--- config.mk ---
export PLATFORM = sky130hd
export DESIGN_NAME = yuyv_to_rgb_converter_core_flat
export DESIGN_NICKNAME = d
export VERILOG_FILES = /design/src/hw/rtl/ytr_pkg.sv /design/src/hw/rtl/ytr_stream_if.sv /design/src/hw/rtl/ytr_pixel.sv /design/src/hw/rtl/yuyv_to_rgb_converter_core.sv /design/src/flat_wrapper.sv
export SDC_FILE = /design/constraint.sdc
export NUM_CORES = 1
export LEC_CHECK = 0
export BUFFER_PORTS_ARGS = -buffer_cell sky130_fd_sc_hd__buf_2
export CAP_MARGIN = 5
export CORE_ASPECT_RATIO = 1.4
export CORE_MARGIN = 3
export CORE_UTILIZATION = 60
export DETAILED_ROUTE_END_ITERATION = 6
export PLACE_DENSITY = 0.79
export SLEW_MARGIN = 20
export SYNTH_ARGS = -nofsm -noshare
export SYNTH_HDL_FRONTEND = slang
export SYNTH_SLANG_ARGS = --single-unit
--- constraint.sdc ---
create_clock -name clk -period 9.75 [get_ports clk]
set_input_delay 1.95 -clock clk [delete_from_list [all_inputs] [get_ports clk]]
set_output_delay 1.95 -clock clk [all_outputs]
set_load 0.03 [all_outputs]
--- src/hw/rtl/ytr_pkg.sv ---
package ytr_pkg;

	localparam int CFG_W = 13;
	localparam int SUM_W = 20;

	localparam logic [CFG_W-1:0] WIDTH_RESET  = 13'd640;
	localparam logic [CFG_W-1:0] HEIGHT_RESET = 13'd480;
	localparam logic [CFG_W-1:0] HD_WIDTH     = 13'd1280;
	localparam logic [CFG_W-1:0] HD_HEIGHT    = 13'd720;

	localparam logic [7:0] LUMA_OFFSET = 8'd16;
	localparam logic signed [8:0] CHROMA_MID = 9'sd128;

	localparam logic signed [SUM_W-1:0] LUMA_GAIN  = 20'sd298;
	localparam logic signed [SUM_W-1:0] ROUND_HALF = 20'sd128;

	localparam logic signed [SUM_W-1:0] RV_601 = 20'sd409;
	localparam logic signed [SUM_W-1:0] GU_601 = 20'sd100;
	localparam logic signed [SUM_W-1:0] GV_601 = 20'sd208;
	localparam logic signed [SUM_W-1:0] BU_601 = 20'sd516;
	localparam logic signed [SUM_W-1:0] RV_709 = 20'sd459;
	localparam logic signed [SUM_W-1:0] GU_709 = 20'sd55;
	localparam logic signed [SUM_W-1:0] GV_709 = 20'sd136;
	localparam logic signed [SUM_W-1:0] BU_709 = 20'sd541;

	typedef enum logic {
		REG_FRAME_WIDTH  = 1'b0,
		REG_FRAME_HEIGHT = 1'b1
	} reg_idx_t;

	typedef struct packed {
		logic [7:0] luma_first;
		logic [7:0] chroma_blue;
		logic [7:0] luma_second;
		logic [7:0] chroma_red;
	} yuyv_word_t;

	typedef struct packed {
		logic [7:0] red_first;
		logic [7:0] green_first;
		logic [7:0] blue_first;
		logic [7:0] red_second;
		logic [7:0] green_second;
		logic [7:0] blue_second;
		logic       frame_end;
	} rgb_word_t;

	typedef struct packed {
		logic [7:0] red;
		logic [7:0] green;
		logic [7:0] blue;
	} rgb_t;

	// floor shift by 8 then clamp to 0..255
	function automatic logic [7:0] clamp_channel(input logic signed [SUM_W-1:0] sum);
		logic [7:0] res;
		if (sum[SUM_W-1]) begin
			res = 8'd0;
		end else if (|sum[SUM_W-2:16]) begin
			res = 8'd255;
		end else begin
			res = sum[15:8];
		end
		return res;
	endfunction

endpackage

--- src/hw/rtl/ytr_stream_if.sv ---
interface ytr_stream_if #(
	parameter type payload_t = logic
);
	logic     valid;
	logic     ready;
	payload_t payload;

	modport source (output valid, output payload, input ready);
	modport sink (input valid, input payload, output ready);
endinterface

--- src/hw/rtl/ytr_pixel.sv ---
module ytr_pixel (
	input  logic [7:0]                          y,
	input  logic signed [8:0]                   d,
	input  logic signed [8:0]                   e,
	input  logic                                hd,
	output ytr_pkg::rgb_t                       rgb
);
	logic [7:0] c;
	logic signed [ytr_pkg::SUM_W-1:0] y_term;
	logic signed [ytr_pkg::SUM_W-1:0] d_ext;
	logic signed [ytr_pkg::SUM_W-1:0] e_ext;
	logic signed [ytr_pkg::SUM_W-1:0] rv;
	logic signed [ytr_pkg::SUM_W-1:0] gu;
	logic signed [ytr_pkg::SUM_W-1:0] gv;
	logic signed [ytr_pkg::SUM_W-1:0] bu;
	logic signed [ytr_pkg::SUM_W-1:0] sum_r;
	logic signed [ytr_pkg::SUM_W-1:0] sum_g;
	logic signed [ytr_pkg::SUM_W-1:0] sum_b;

	always_comb begin
		c      = (y > ytr_pkg::LUMA_OFFSET) ? (y - ytr_pkg::LUMA_OFFSET) : 8'd0;
		y_term = ytr_pkg::SUM_W'($signed({1'b0, c})) * ytr_pkg::LUMA_GAIN;
		d_ext  = ytr_pkg::SUM_W'(d);
		e_ext  = ytr_pkg::SUM_W'(e);
		rv     = hd ? ytr_pkg::RV_709 : ytr_pkg::RV_601;
		gu     = hd ? ytr_pkg::GU_709 : ytr_pkg::GU_601;
		gv     = hd ? ytr_pkg::GV_709 : ytr_pkg::GV_601;
		bu     = hd ? ytr_pkg::BU_709 : ytr_pkg::BU_601;
		sum_r  = y_term + rv * e_ext + ytr_pkg::ROUND_HALF;
		sum_g  = y_term - gu * d_ext - gv * e_ext + ytr_pkg::ROUND_HALF;
		sum_b  = y_term + bu * d_ext + ytr_pkg::ROUND_HALF;
		rgb.red   = ytr_pkg::clamp_channel(sum_r);
		rgb.green = ytr_pkg::clamp_channel(sum_g);
		rgb.blue  = ytr_pkg::clamp_channel(sum_b);
	end
endmodule

--- src/hw/rtl/yuyv_to_rgb_converter_core.sv ---
// Pipeline: input reg, then output reg; an accepted word is held in the input reg and
// moves to the output reg, offered as a result word, when that reg can advance.
// Throughput: one pixel-pair word per cycle; output reg stalls only on downstream ready.
// Frame length register is reloaded from the width and height registers.
// Reset (arst_n low, async): pipeline empty, pair count zero, width 640, height 480.
module yuyv_to_rgb_converter_core #(
	parameter int MAX_DIMENSION = 4096
) (
	input  logic                          clk,
	input  logic                          arst_n,
	ytr_stream_if.sink                    yuyv,
	ytr_stream_if.source                  rgb,
	input  logic                          psel,
	input  logic                          penable,
	input  logic                          pwrite,
	input  logic [2:0]                    paddr,
	input  logic [31:0]                   pwdata,
	output logic [31:0]                   prdata,
	output logic                          pready
);
	localparam int DIM_W  = $clog2(MAX_DIMENSION + 1);
	localparam int PROD_W = 2 * DIM_W;
	localparam int CNT_W  = $clog2((MAX_DIMENSION * MAX_DIMENSION + 1) / 2);
	localparam int LEN_W  = CNT_W + 1;
	localparam int RST_W  = (640 > MAX_DIMENSION) ? MAX_DIMENSION : 640;
	localparam int RST_H  = (480 > MAX_DIMENSION) ? MAX_DIMENSION : 480;
	localparam logic [LEN_W-1:0] LEN_RESET = LEN_W'((RST_W * RST_H + 1) / 2);

	logic [ytr_pkg::CFG_W-1:0] width_q;
	logic [ytr_pkg::CFG_W-1:0] height_q;
	logic [LEN_W-1:0]          len_q;
	logic [CNT_W-1:0]          count_q;

	logic                      valid_s1;
	ytr_pkg::yuyv_word_t       word_s1;
	logic                      valid_q;
	ytr_pkg::rgb_word_t        out_q;

	logic                      cfg_wr;
	logic [DIM_W-1:0]          sat_w;
	logic [DIM_W-1:0]          sat_h;
	logic [PROD_W:0]           pixels;
	logic [LEN_W-1:0]          len_next;
	logic                      advance;
	logic                      hd;
	logic signed [8:0]         d;
	logic signed [8:0]         e;
	logic                      last;
	ytr_pkg::rgb_t             px_first;
	ytr_pkg::rgb_t             px_second;

	assign pready = 1'b1;
	assign cfg_wr = psel && penable && pwrite;

	always_comb begin
		unique case (ytr_pkg::reg_idx_t'(paddr[2]))
			ytr_pkg::REG_FRAME_WIDTH:  prdata = 32'(width_q);
			ytr_pkg::REG_FRAME_HEIGHT: prdata = 32'(height_q);
			default:                   prdata = 32'd0;
		endcase
	end

	always_ff @(posedge clk or negedge arst_n) begin
		if (!arst_n) begin
			width_q  <= ytr_pkg::WIDTH_RESET;
			height_q <= ytr_pkg::HEIGHT_RESET;
		end else if (cfg_wr) begin
			unique case (ytr_pkg::reg_idx_t'(paddr[2]))
				ytr_pkg::REG_FRAME_WIDTH:  width_q  <= pwdata[ytr_pkg::CFG_W-1:0];
				ytr_pkg::REG_FRAME_HEIGHT: height_q <= pwdata[ytr_pkg::CFG_W-1:0];
				default: ;
			endcase
		end
	end

	// frame length in pairs, dimensions saturated
	always_comb begin
		sat_w    = (32'(width_q) > MAX_DIMENSION) ? DIM_W'(MAX_DIMENSION) : DIM_W'(width_q);
		sat_h    = (32'(height_q) > MAX_DIMENSION) ? DIM_W'(MAX_DIMENSION) : DIM_W'(height_q);
		pixels   = (PROD_W + 1)'(sat_w) * (PROD_W + 1)'(sat_h) + (PROD_W + 1)'(1);
		len_next = LEN_W'(pixels >> 1);
		if (len_next == '0) begin
			len_next = LEN_W'(1);
		end
	end

	always_ff @(posedge clk or negedge arst_n) begin
		if (!arst_n) begin
			len_q <= LEN_RESET;
		end else begin
			len_q <= len_next;
		end
	end

	assign advance    = !valid_q || rgb.ready;
	assign yuyv.ready = !valid_s1 || advance;

	always_ff @(posedge clk or negedge arst_n) begin
		if (!arst_n) begin
			valid_s1 <= 1'b0;
		end else if (yuyv.ready) begin
			valid_s1 <= yuyv.valid;
		end
	end

	always_ff @(posedge clk) begin
		if (yuyv.valid && yuyv.ready) begin
			word_s1 <= yuyv.payload;
		end
	end

	assign hd   = (width_q >= ytr_pkg::HD_WIDTH) || (height_q >= ytr_pkg::HD_HEIGHT);
	assign d    = $signed({1'b0, word_s1.chroma_blue}) - ytr_pkg::CHROMA_MID;
	assign e    = $signed({1'b0, word_s1.chroma_red}) - ytr_pkg::CHROMA_MID;
	assign last = ({1'b0, count_q} + LEN_W'(1)) >= len_q;

	ytr_pixel u_px_first (
		.y    (word_s1.luma_first),
		.d    (d),
		.e    (e),
		.hd   (hd),
		.rgb  (px_first)
	);

	ytr_pixel u_px_second (
		.y    (word_s1.luma_second),
		.d    (d),
		.e    (e),
		.hd   (hd),
		.rgb  (px_second)
	);

	always_ff @(posedge clk or negedge arst_n) begin
		if (!arst_n) begin
			valid_q <= 1'b0;
			count_q <= '0;
		end else if (advance) begin
			valid_q <= valid_s1;
			if (valid_s1) begin
				count_q <= last ? '0 : count_q + CNT_W'(1);
			end
		end
	end

	always_ff @(posedge clk) begin
		if (advance && valid_s1) begin
			out_q.red_first    <= px_first.red;
			out_q.green_first  <= px_first.green;
			out_q.blue_first   <= px_first.blue;
			out_q.red_second   <= px_second.red;
			out_q.green_second <= px_second.green;
			out_q.blue_second  <= px_second.blue;
			out_q.frame_end    <= last;
		end
	end

	assign rgb.valid   = valid_q;
	assign rgb.payload = out_q;
endmodule

--- src/flat_wrapper.sv ---
// flat-port wrapper written by rule: the top's interface ports become plain ports
module yuyv_to_rgb_converter_core_flat 
#(
	parameter int MAX_DIMENSION = 4096
)
  (clk, arst_n, psel, penable, pwrite, paddr, pwdata, prdata, pready, yuyv_valid, yuyv_payload, yuyv_ready, rgb_valid, rgb_payload, rgb_ready);
  ytr_stream_if #(.payload_t(ytr_pkg::yuyv_word_t)) yuyv_i ();
  ytr_stream_if #(.payload_t(ytr_pkg::rgb_word_t)) rgb_i ();
  input  logic clk;
  input  logic arst_n;
  input  logic psel;
  input  logic penable;
  input  logic pwrite;
  input  logic [2:0] paddr;
  input  logic [31:0] pwdata;
  output logic [31:0] prdata;
  output logic pready;
  input wire logic [$bits(yuyv_i.valid)-1:0] yuyv_valid;
  input wire logic [$bits(yuyv_i.payload)-1:0] yuyv_payload;
  output wire logic [$bits(yuyv_i.ready)-1:0] yuyv_ready;
  output wire logic [$bits(rgb_i.valid)-1:0] rgb_valid;
  output wire logic [$bits(rgb_i.payload)-1:0] rgb_payload;
  input wire logic [$bits(rgb_i.ready)-1:0] rgb_ready;
  assign yuyv_i.valid = yuyv_valid;
  assign yuyv_i.payload = yuyv_payload;
  assign yuyv_ready = yuyv_i.ready;
  assign rgb_valid = rgb_i.valid;
  assign rgb_payload = rgb_i.payload;
  assign rgb_i.ready = rgb_ready;
  yuyv_to_rgb_converter_core #(.MAX_DIMENSION(MAX_DIMENSION)) u_core (.clk(clk), .arst_n(arst_n), .yuyv(yuyv_i), .rgb(rgb_i), .psel(psel), .penable(penable), .pwrite(pwrite), .paddr(paddr), .pwdata(pwdata), .prdata(prdata), .pready(pready));
endmodule
==> results of run 1 <==
-- final timing paths --
check                                               to  slack (ps)  cells past startpoint
worst max-delay path            u_core.rgb.payload[43]        1090                     32
worst min-delay path                  u_core.rgb.valid         500                      1
worst max register to register  u_core.rgb.payload[43]        1090                     32
worst min register to register        u_core.rgb.valid         500                      1
max in group asynchronous            u_core.width_q[5]        7350                      2
min in group asynchronous           u_core.count_q[14]        1370                      1
-- cell families (layout without fill, tap and decap cells) --
kind of cell               after synthesis  in the layout  synth area share
other                                    2             27         0.0002833
adders and majority gates              820            820            0.4579
xor gates and xnor gates               147            147           0.04886
muxes                                   42             42           0.01765
and+or+nand+nor                        645            645            0.1162
AOI/OAI and AO/OA                      414            414            0.1023
buffers and inverters                  642            735           0.09380
DFF                                    156            156            0.1630
-- cells in the mapped netlist, types with 20 or more instances --
cell type	n
sky130_fd_sc_hd__o21ai_0	93
sky130_fd_sc_hd__nand3_1	35
sky130_fd_sc_hd__nor2_1	155
sky130_fd_sc_hd__inv_1	571
sky130_fd_sc_hd__mux2_2	38
sky130_fd_sc_hd__xnor2_1	97
sky130_fd_sc_hd__nand2b_1	30
sky130_fd_sc_hd__ha_1	570
sky130_fd_sc_hd__nor2b_1	46
sky130_fd_sc_hd__a21oi_1	112
sky130_fd_sc_hd__xor2_1	49
sky130_fd_sc_hd__buf_4	20
sky130_fd_sc_hd__clkbuf_1	48
sky130_fd_sc_hd__o21a_1	47
sky130_fd_sc_hd__nor3_1	22
sky130_fd_sc_hd__edfxtp_1	81
sky130_fd_sc_hd__fa_1	250
sky130_fd_sc_hd__and3_1	25
sky130_fd_sc_hd__and2_1	29
sky130_fd_sc_hd__dfrtp_1	65
sky130_fd_sc_hd__a21o_1	44
sky130_fd_sc_hd__nand2_1	230
-- cell type report --
| type | instances | area [sq um] |
|---|---|---|
| multi-input cells | 2095 | 19800 |
| well taps | 552 | 690.7 |
| fillers | 3474 | 15140 |
| flip-flops and latches | 156 | 4322 |
| repair buffers | 131 | 695.7 |
| clock buffers | 17 | 425.4 |
| inverters | 572 | 2147 |
| clock inverters | 15 | 126.4 |
-- routing by layer --
metal	wire length, microns	vias up	global-route usage	share of wire
li1	-	9588	-	-
met1	23360	9706	0.3005	0.36
met2	33890	484	0.5366	0.53
met3	2001	209	0.03681	0.031
met4	5084	0	0.1919	0.079
met5	0	-	0	0
-- metrics by stage --
| step | instance area, sq um | hold slack [ps] | utilization |
|---|---|---|---|
| after floorplan | 26600 | 457.2 | - |
| after global placement | 27650 | 473.1 | 0.6378 |
| final | 28210 | 495.2 | 0.6507 |
| after global routing | 28210 | 543.1 | 0.6507 |
| after detailed placement | 27650 | 481.1 | 0.6378 |
| after CTS | 28200 | 499.3 | 0.6506 |
-- critical path: cells and delay by family (launching register included) --
kind / cells / cell delay [ps]
adders and majority gates: 8 / 3520
DFF: 1 / 420
buffers and inverters: 5 / 450
and+or+nand+nor: 7 / 1260
xor gates and xnor gates: 1 / 500
AOI/OAI and AO/OA: 11 / 2220
-- flip-flops by register name, indices dropped and copies added (netlist names) --
signal / count
u_core.rgb.payload: 49
u_core.word_s1: 32
u_core.len_q: 24
u_core.count_q: 23
u_core.height_q: 13
u_core.width_q: 13
u_core.rgb.valid: 1
u_core.valid_s1: 1
==> results.cfg, run 1 <==
[floorplanning]
count_of_boundary_i_o_pins = 158
overall_die_area_sq_um = 46770
core_area_sq_um = 43350
floorplan.die.width_microns = 183.6
starting_density_of_the_core = 0.6114
die-height_microns = 254.7
number_of_cell_rows = 90

[clock_network]
cts_post_setup_buffers_inserted = 0
cts_resized = 0
cts_root_buffer = sky130_fd_sc_hd__clkbuf_16
post_cts_hold_buffer_count = 0
tritoncts.num_buffers = 17
tritoncts = done
clock_slew_at_reported_path_ffs_ps = 70
cts.htree.levels = 4
cts.sinks = 156
cts_buffer_depth = 2
insertion_delay_ps = 470

[logic_synthesis]
synth.yosys.seq_area_share = 0.1630
synth_top_area_frac = 0.2691
ys_types = 85
yosys-top-cells-area = sky130_fd_sc_hd__ha_1, sky130_fd_sc_hd__fa_1, sky130_fd_sc_hd__edfxtp_1
async_reset_ff_frac = 0.4808
netlist_area_sq_um = 26510
postSynth.topFlopCell = sky130_fd_sc_hd__edfxtp_1
synth_cells = 2868
ys_seq_elements = 156
number_of_enable_flip_flop_cells_after_synthesis = 81
synth-warning-count = 0
netlist.top_cell.by_area = sky130_fd_sc_hd__ha_1
syn_area_per_cell_sq_um = 9.242

[placed_design]
count_of_input_and_output_buffers = 116
dp.final_hpwl_microns = 54770
detailedPlace.worstSlack_ps = 1167
dp_cells = 3506
place.gp.congestion = 0.9389

[global_route]
grt_pass1_vias = 21590
gr-total-overflow = 0
grt_start_max_net_pins = 54
first_pass_grt_wire_length_microns = 106000
number_of_antenna_violations_at_the_first_check_in_global_routing = 0
groute.usage.overall = 0.2877

[timing]
layout_worst_path_cycle_share = 0.8884
final.min_clock_period_ps = 8662
slew_violations = 0
rsz_0062_raised_after_global_routing = false
max_slew_margin = 0.2691
setup_viol = 0
final.setup.tns_ps = 0
layout_setup_ws_ps = 1088
max_frequency_mhz = 115.5
worst-slew-pin-transition_ps = 1094
finalClockSkew_ps = 14.66
final-hold-violation-count = 0

[worst_setup_path]
crit_path_start_kind = flop
critical_path.max_fanout = 12
endpoint_required_time_on_the_critical_path_ps = 9950
cpMostUsedCell = sky130_fd_sc_hd__fa_1
max_stage_delay_ps = 560
worst_r2r_startpoint = u_core.height_q[10]
critPathCaptureType = flop
critical_path_arrival_ps = 8860
cpMaxStageDelayCell = sky130_fd_sc_hd__fa_1
timing.critical_path.from = u_core.height_q[10]
worstSetupPathType = flop to flop

[drt]
vias_per_cell = 5.649
drt_iter0_drc = 974
number_of_detailed_route_iterations_in_the_first_pass = 6
wl_microns = 64340
routed_wire_length_per_instance_microns = 18.19
ant_nets = 0
drt_drc_violations_left = 0
vias = 19990

[min_path]
hp-start = u_core.valid_s1
worst_hold_path_type = flop to flop

[cells_and_area]
num-nets-final = 3867
final_cell_count_no_fill = 3538
drive_gt1_frac = 0.08741
most-common-layout-cells = sky130_fd_sc_hd__inv_1, sky130_fd_sc_hd__ha_1, sky130_fd_sc_hd__fa_1
area_growth_pct = 6.430
antenna_cells = 0

[job]
timing.max_cap.violations = 0

[outcome]
outcome = completed
Power of run 1 is not shown: default switching activity piles up to over one toggle a cycle in this logic, so the estimate is an artifact.
==> run 2: changes to the inputs <==
==> constraint.sdc (replaced) <==
create_clock -name clk -period 8.6 [get_ports clk]
set_input_delay 1.72 -clock clk [delete_from_list [all_inputs] [get_ports clk]]
set_output_delay 1.72 -clock clk [all_outputs]
set_load 0.03 [all_outputs]
==> run 2 against run 1 <==
  * Worst setup slack got worse by 650 ps
  * First-iteration DRC count rose by 0.31%
  * Core utilization rose by 0.68 points
  * Final area rose by 1.0%
  * Global-route usage barely moved
  * Maximum frequency rose by 6.1%
  * Clock-buffer cell count rose by 2
  * Wire length fell by 0.21%
  * Die area did not move
  * Sequential cell count did not move
  * Highest routed layer unchanged
==> results.cfg, run 2 (synthesized netlist as in run 1, its figures left out) <==
[timing]
slew_violations = 0
max_frequency_mhz = 122.5
layout_setup_ws_ps = 438.3
final.setup.tns_ps = 0
final-hold-violation-count = 0
setup_viol = 0
finalClockSkew_ps = 14.35
whs_ps = 499.6
max_slew_margin = 0.3131
layout_worst_path_cycle_share = 0.9490
final.min_clock_period_ps = 8162
worst-slew-pin-transition_ps = 1028

[drt]
vias = 20160
ant_nets = 0
vias_per_cell = 5.658
routed_wire_length_per_instance_microns = 18.02
number_of_detailed_route_iterations_in_the_first_pass = 5
wl_microns = 64200
drt_drc_violations_left = 0
drt_iter0_drc = 977

[floorplanning]
starting_density_of_the_core = 0.6114
count_of_boundary_i_o_pins = 158
overall_die_area_sq_um = 46770
die-height_microns = 254.7
number_of_cell_rows = 90
floorplan.die.width_microns = 183.6
core_area_sq_um = 43350

[placed_design]
count_of_input_and_output_buffers = 116
place.gp.congestion = 0.9398
dp.final_hpwl_microns = 54950
detailedPlace.worstSlack_ps = 86.25
dp_cells = 3531

[global_route]
grt_pass1_vias = 21720
grt_start_max_net_pins = 54
gr-total-overflow = 0
groute.usage.overall = 0.2875
first_pass_grt_wire_length_microns = 105700
number_of_antenna_violations_at_the_first_check_in_global_routing = 0

[cells_and_area]
largest_register_ffs = 49
area_growth_pct = 7.534
antenna_cells = 0
drive_gt1_frac = 0.09864
num-nets-final = 3892
most-common-layout-cells = sky130_fd_sc_hd__inv_1, sky130_fd_sc_hd__ha_1, sky130_fd_sc_hd__fa_1
final_cell_count_no_fill = 3563

[worst_setup_path]
cpMostUsedCell = sky130_fd_sc_hd__inv_1
critical_path_arrival_ps = 8370
endpoint_required_time_on_the_critical_path_ps = 8810
cpMaxStageDelayCell = sky130_fd_sc_hd__dfstp_2
critical_path.max_fanout = 9
worstSetupPathType = flop to flop
critPathCaptureType = flop
max_stage_delay_ps = 590
crit_path_start_kind = flop

[job]
timing.max_cap.violations = 0

[min_path]
worst_hold_path_type = flop to flop

[clock_network]
cts.htree.levels = 4
cts_buffer_depth = 2
clock_slew_at_reported_path_ffs_ps = 80
post_cts_hold_buffer_count = 0
cts_post_setup_buffers_inserted = 0
tritoncts.num_buffers = 17
tritoncts = done
cts.sinks = 156
insertion_delay_ps = 470
cts_root_buffer = sky130_fd_sc_hd__clkbuf_16
cts_resized = 0

[outcome]
outcome = completed
run 2: path summary, 6_finish.rpt:
kind	from	endpoint	slack, ps	cells past startpoint
max in group asynchronous	arst_n	u_core.height_q[4]	6440	2
min in group asynchronous	arst_n	u_core.count_q[19]	1180	1
worst max-delay path	u_core.height_q[7]	u_core.rgb.payload[38]	440	33
worst max register to register	u_core.height_q[7]	u_core.rgb.payload[38]	440	33
worst min register to register	u_core.valid_s1	u_core.rgb.valid	500	1
worst min-delay path	u_core.valid_s1	u_core.rgb.valid	500	1
run 2: metrics by stage:
step           utilization  instance area (sq um)
2_1_floorplan            -                  26600
3_3_place_gp        0.6425                  27850
3_5_place_dp        0.6425                  27850
4_1_cts             0.6556                  28420
5_1_grt             0.6574                  28500
6_report            0.6574                  28500
run 2: layer usage:
layer | vias up | wire (microns) | global-route usage
li1 | 9636 | - | -
met1 | 9782 | 23100 | 0.2941
met2 | 510 | 34190 | 0.5416
met3 | 230 | 1968 | 0.03367
met4 | 0 | 4942 | 0.2003
met5 | - | 0 | 0
run 2: final cells by class:
class	count	area, sq um
well taps	552	690.7
flip-flops and latches	156	4322
repair buffers	156	895.9
inverters	572	2147
clock buffers	19	452.9
fillers	3531	14850
multi-input cells	2095	19880
clock inverters	13	117.6
run 2: worst max-delay path, delay by kind of cell (launching register included):
kind / cells / cell delay (ps)
buffers and inverters: 7 / 610
DFF: 1 / 590
AOI/OAI and AO/OA: 12 / 2130
adders and majority gates: 9 / 3500
and+or+nand+nor: 4 / 890
xor gates and xnor gates: 1 / 180
Power of run 2 is left out for the same reason.
==> run 3: changes to the inputs <==
--- a/config.mk
+++ b/config.mk
@@ -5,6 +5,7 @@
 export SDC_FILE = /design/constraint.sdc
 export NUM_CORES = 1
 export LEC_CHECK = 0
+export ABC_AREA = 1
 export BUFFER_PORTS_ARGS = -buffer_cell sky130_fd_sc_hd__buf_2
 export CAP_MARGIN = 5
 export CORE_ASPECT_RATIO = 1.4
@@ -12,6 +13,7 @@
 export CORE_UTILIZATION = 60
 export DETAILED_ROUTE_END_ITERATION = 6
 export PLACE_DENSITY = 0.79
+export RECOVER_POWER = 50
 export SLEW_MARGIN = 20
 export SYNTH_ARGS = -nofsm -noshare
 export SYNTH_HDL_FRONTEND = slang
==> run 3 against run 2 <==
  * Area after synthesis grew 6.7%
  * Synthesized cell count increased by 22%
  * Hold slack worse by 3.4 ps
  * First-iteration DRC count increased by 20%
  * Sequential share of layout area decreased by 0.85 points
  * Clock-buffer cell count up 4
  * Clock skew is 11 ps higher
  * Die area is 6.5% higher
  * Register-to-register slack improved by 90 ps
  * The flow now finishes with violations (capacitance limit, slew limit)
  * Critical endpoint is now u_core.rgb.payload[45]
  * Final cell count up 20%
==> results.cfg, run 3 <==
[outcome]
outcome = finished, violations left
violations = capacitance limit, slew limit

[drt]
drt_iter0_drc = 1170
routed_wire_length_per_instance_microns = 16.90
ant_nets = 0
number_of_detailed_route_iterations_in_the_first_pass = 5
drt_drc_violations_left = 0
vias_per_cell = 5.450
wl_microns = 71970
vias = 23210

[clock_network]
cts.sinks = 156
tritoncts.num_buffers = 17
cts_post_setup_buffers_inserted = 0
clock_slew_at_reported_path_ffs_ps = 70
cts_root_buffer = sky130_fd_sc_hd__clkbuf_16
insertion_delay_ps = 480
tritoncts = done
cts.htree.levels = 4
cts_buffer_depth = 2

[worst_setup_path]
endpoint_required_time_on_the_critical_path_ps = 8800
max_stage_delay_ps = 560
rrSetupSlack_ps = 530
crit_path_start_kind = flop
regToRegEndpoint = u_core.rgb.payload[45]
critPathCaptureType = flop
cpMaxStageDelayCell = sky130_fd_sc_hd__dfstp_2
endpoint = u_core.rgb.payload[45]
cpMostUsedCell = sky130_fd_sc_hd__nand2_1
timing.critical_path.from = u_core.height_q[6]
worstSetupPathType = flop to flop
worst_r2r_startpoint = u_core.height_q[6]
worstRegToRegCells = 36
critical_path_arrival_ps = 8270
critical_path.max_fanout = 17

[timing]
layout_setup_ws_ps = 531.4
max_frequency_mhz = 123.9
finalClockSkew_ps = 25.40
setup_viol = 0
worst-slew-pin-transition_ps = 4178
max_slew_margin = -1.785
rsz_0062_raised_after_global_routing = false
slew_violations = 109
layout_worst_path_cycle_share = 0.9382
final-hold-violation-count = 0
final.setup.tns_ps = 0
final.min_clock_period_ps = 8069

[floorplanning]
count_of_boundary_i_o_pins = 158
core_area_sq_um = 46310
number_of_cell_rows = 93
die-height_microns = 262.8
overall_die_area_sq_um = 49790
starting_density_of_the_core = 0.6104
floorplan.die.width_microns = 189.4

[job]
timing.max_cap.violations = 2

[placed_design]
placed_area_sq_um = 29610
count_of_input_and_output_buffers = 116
place.gp.congestion = 0.9619
dp.final_hpwl_microns = 61230
detailedPlace.worstSlack_ps = 480.1

[min_path]
worst_hold_path_type = flop to flop
min_delay_path_depth = 2

[cells_and_area]
fillers = 4035
stdcell_area_sq_um = 30200
layout_commonest_cell = sky130_fd_sc_hd__inv_1
area_growth_pct = 6.830
most-common-layout-cells = sky130_fd_sc_hd__inv_1, sky130_fd_sc_hd__ha_1, sky130_fd_sc_hd__nand2_1
num-nets-final = 4522
largest_register_ffs = 49
drive_gt1_frac = 0.06207
antenna_cells = 0

[logic_synthesis]
synth-warning-count = 0
synth_commonest_cells = sky130_fd_sc_hd__inv_1, sky130_fd_sc_hd__ha_1, sky130_fd_sc_hd__nand2_1, sky130_fd_sc_hd__nor2_1, sky130_fd_sc_hd__fa_1
synthMostInstantiatedCell = sky130_fd_sc_hd__inv_1
ys_seq_elements = 156
number_of_enable_flip_flop_cells_after_synthesis = 81
yosys-top-cells-area = sky130_fd_sc_hd__ha_1, sky130_fd_sc_hd__fa_1, sky130_fd_sc_hd__inv_1
syn_area_per_cell_sq_um = 8.072
ys_types = 64
synth_cells = 3502
async_reset_ff_frac = 0.4808
postSynth.topFlopCell = sky130_fd_sc_hd__edfxtp_1
netlist_area_sq_um = 28270
synth_top_area_frac = 0.2523
synth.yosys.seq_area_share = 0.1529
netlist.top_cell.by_area = sky130_fd_sc_hd__ha_1

[global_route]
first_pass_grt_wire_length_microns = 117000
grt_pass1_vias = 24030
number_of_antenna_violations_at_the_first_check_in_global_routing = 0
gr-total-overflow = 0
groute.usage.overall = 0.2957
grt_start_max_net_pins = 76
==> run 3: worst max-delay path, delay by kind of cell, from the launching register on <==
| kind | cells | cell delay, ps |
|---|---|---|
| AO/OA/AOI/OAI | 8 | 1350 |
| adder cells (fa/ha/maj) | 8 | 3440 |
| AND/OR/NAND/NOR | 11 | 1160 |
| XOR/XNOR | 2 | 590 |
| flip-flops | 1 | 560 |
| buffers and inverters | 7 | 670 |
==> run 3: cells by family (layout without fill, tap and decap cells) <==
logic type / Yosys count / in the layout / synth area share
AO/OA/AOI/OAI: 468 / 468 / 0.09419
XOR/XNOR: 153 / 153 / 0.04847
flip-flops: 156 / 156 / 0.1529
AND/OR/NAND/NOR: 1010 / 1010 / 0.1533
buffers and inverters: 892 / 1006 / 0.1212
other: 2 / 27 / 0.0002657
multiplexers: 1 / 1 / 0.0003541
adder cells (fa/ha/maj): 820 / 820 / 0.4293
==> run 3: cell type report <==
class                      instances  area [sq um]  area share
tap                              617         772.0     0.02556
clock inverter                     9         96.34    0.003190
sequential                       156          4322      0.1431
clock buffer                      23         510.5     0.01690
multi-input combinational       2479         20640      0.6836
timing repair buffer             138         715.7     0.02370
inverter                         836          3139      0.1040
==> run 3: worst min-delay path by stage <==
stage	endpoint	from	slack, ps
global route	u_core.width_q[7]	u_core.width_q[7]	550
detailed placement	u_core.width_q[10]	u_core.width_q[10]	490
finish	u_core.width_q[10]	u_core.width_q[10]	500
CTS	u_core.width_q[10]	u_core.width_q[10]	500
global placement	u_core.width_q[5]	u_core.width_q[5]	470
floorplan	u_core.width_q[0]	u_core.width_q[0]	450
==> run 3: per-stage QoR <==
| step | instances | util | hold slack (ps) |
|---|---|---|---|
| floorplan | 3527 | - | 453.0 |
| CTS | 4258 | 0.6524 | 501.6 |
| finish | 4258 | 0.6521 | 496.2 |
| detailed placement | 4226 | 0.6393 | 486.9 |
| global placement | 4226 | 0.6393 | 468.7 |
| global route | 4258 | 0.6521 | 547.5 |
==> run 3: timing repair <==
item | 4_1_cts | 5_1_grt
endpoints found under the setup margin | 0 | 25
gates resized for setup | 0 | 7
hold buffers | 0 | 0
==> run 3: routing by layer <==
layer | global-route usage | up-vias | part of all wire
met3 | 0.03389 | 257 | 0.036
met1 | 0.2972 | 10950 | 0.35
met4 | 0.2137 | 0 | 0.085
li1 | - | 11330 | -
met5 | 0 | - | 0
met2 | 0.5551 | 663 | 0.53
Power of run 3 is left out for the same reason.
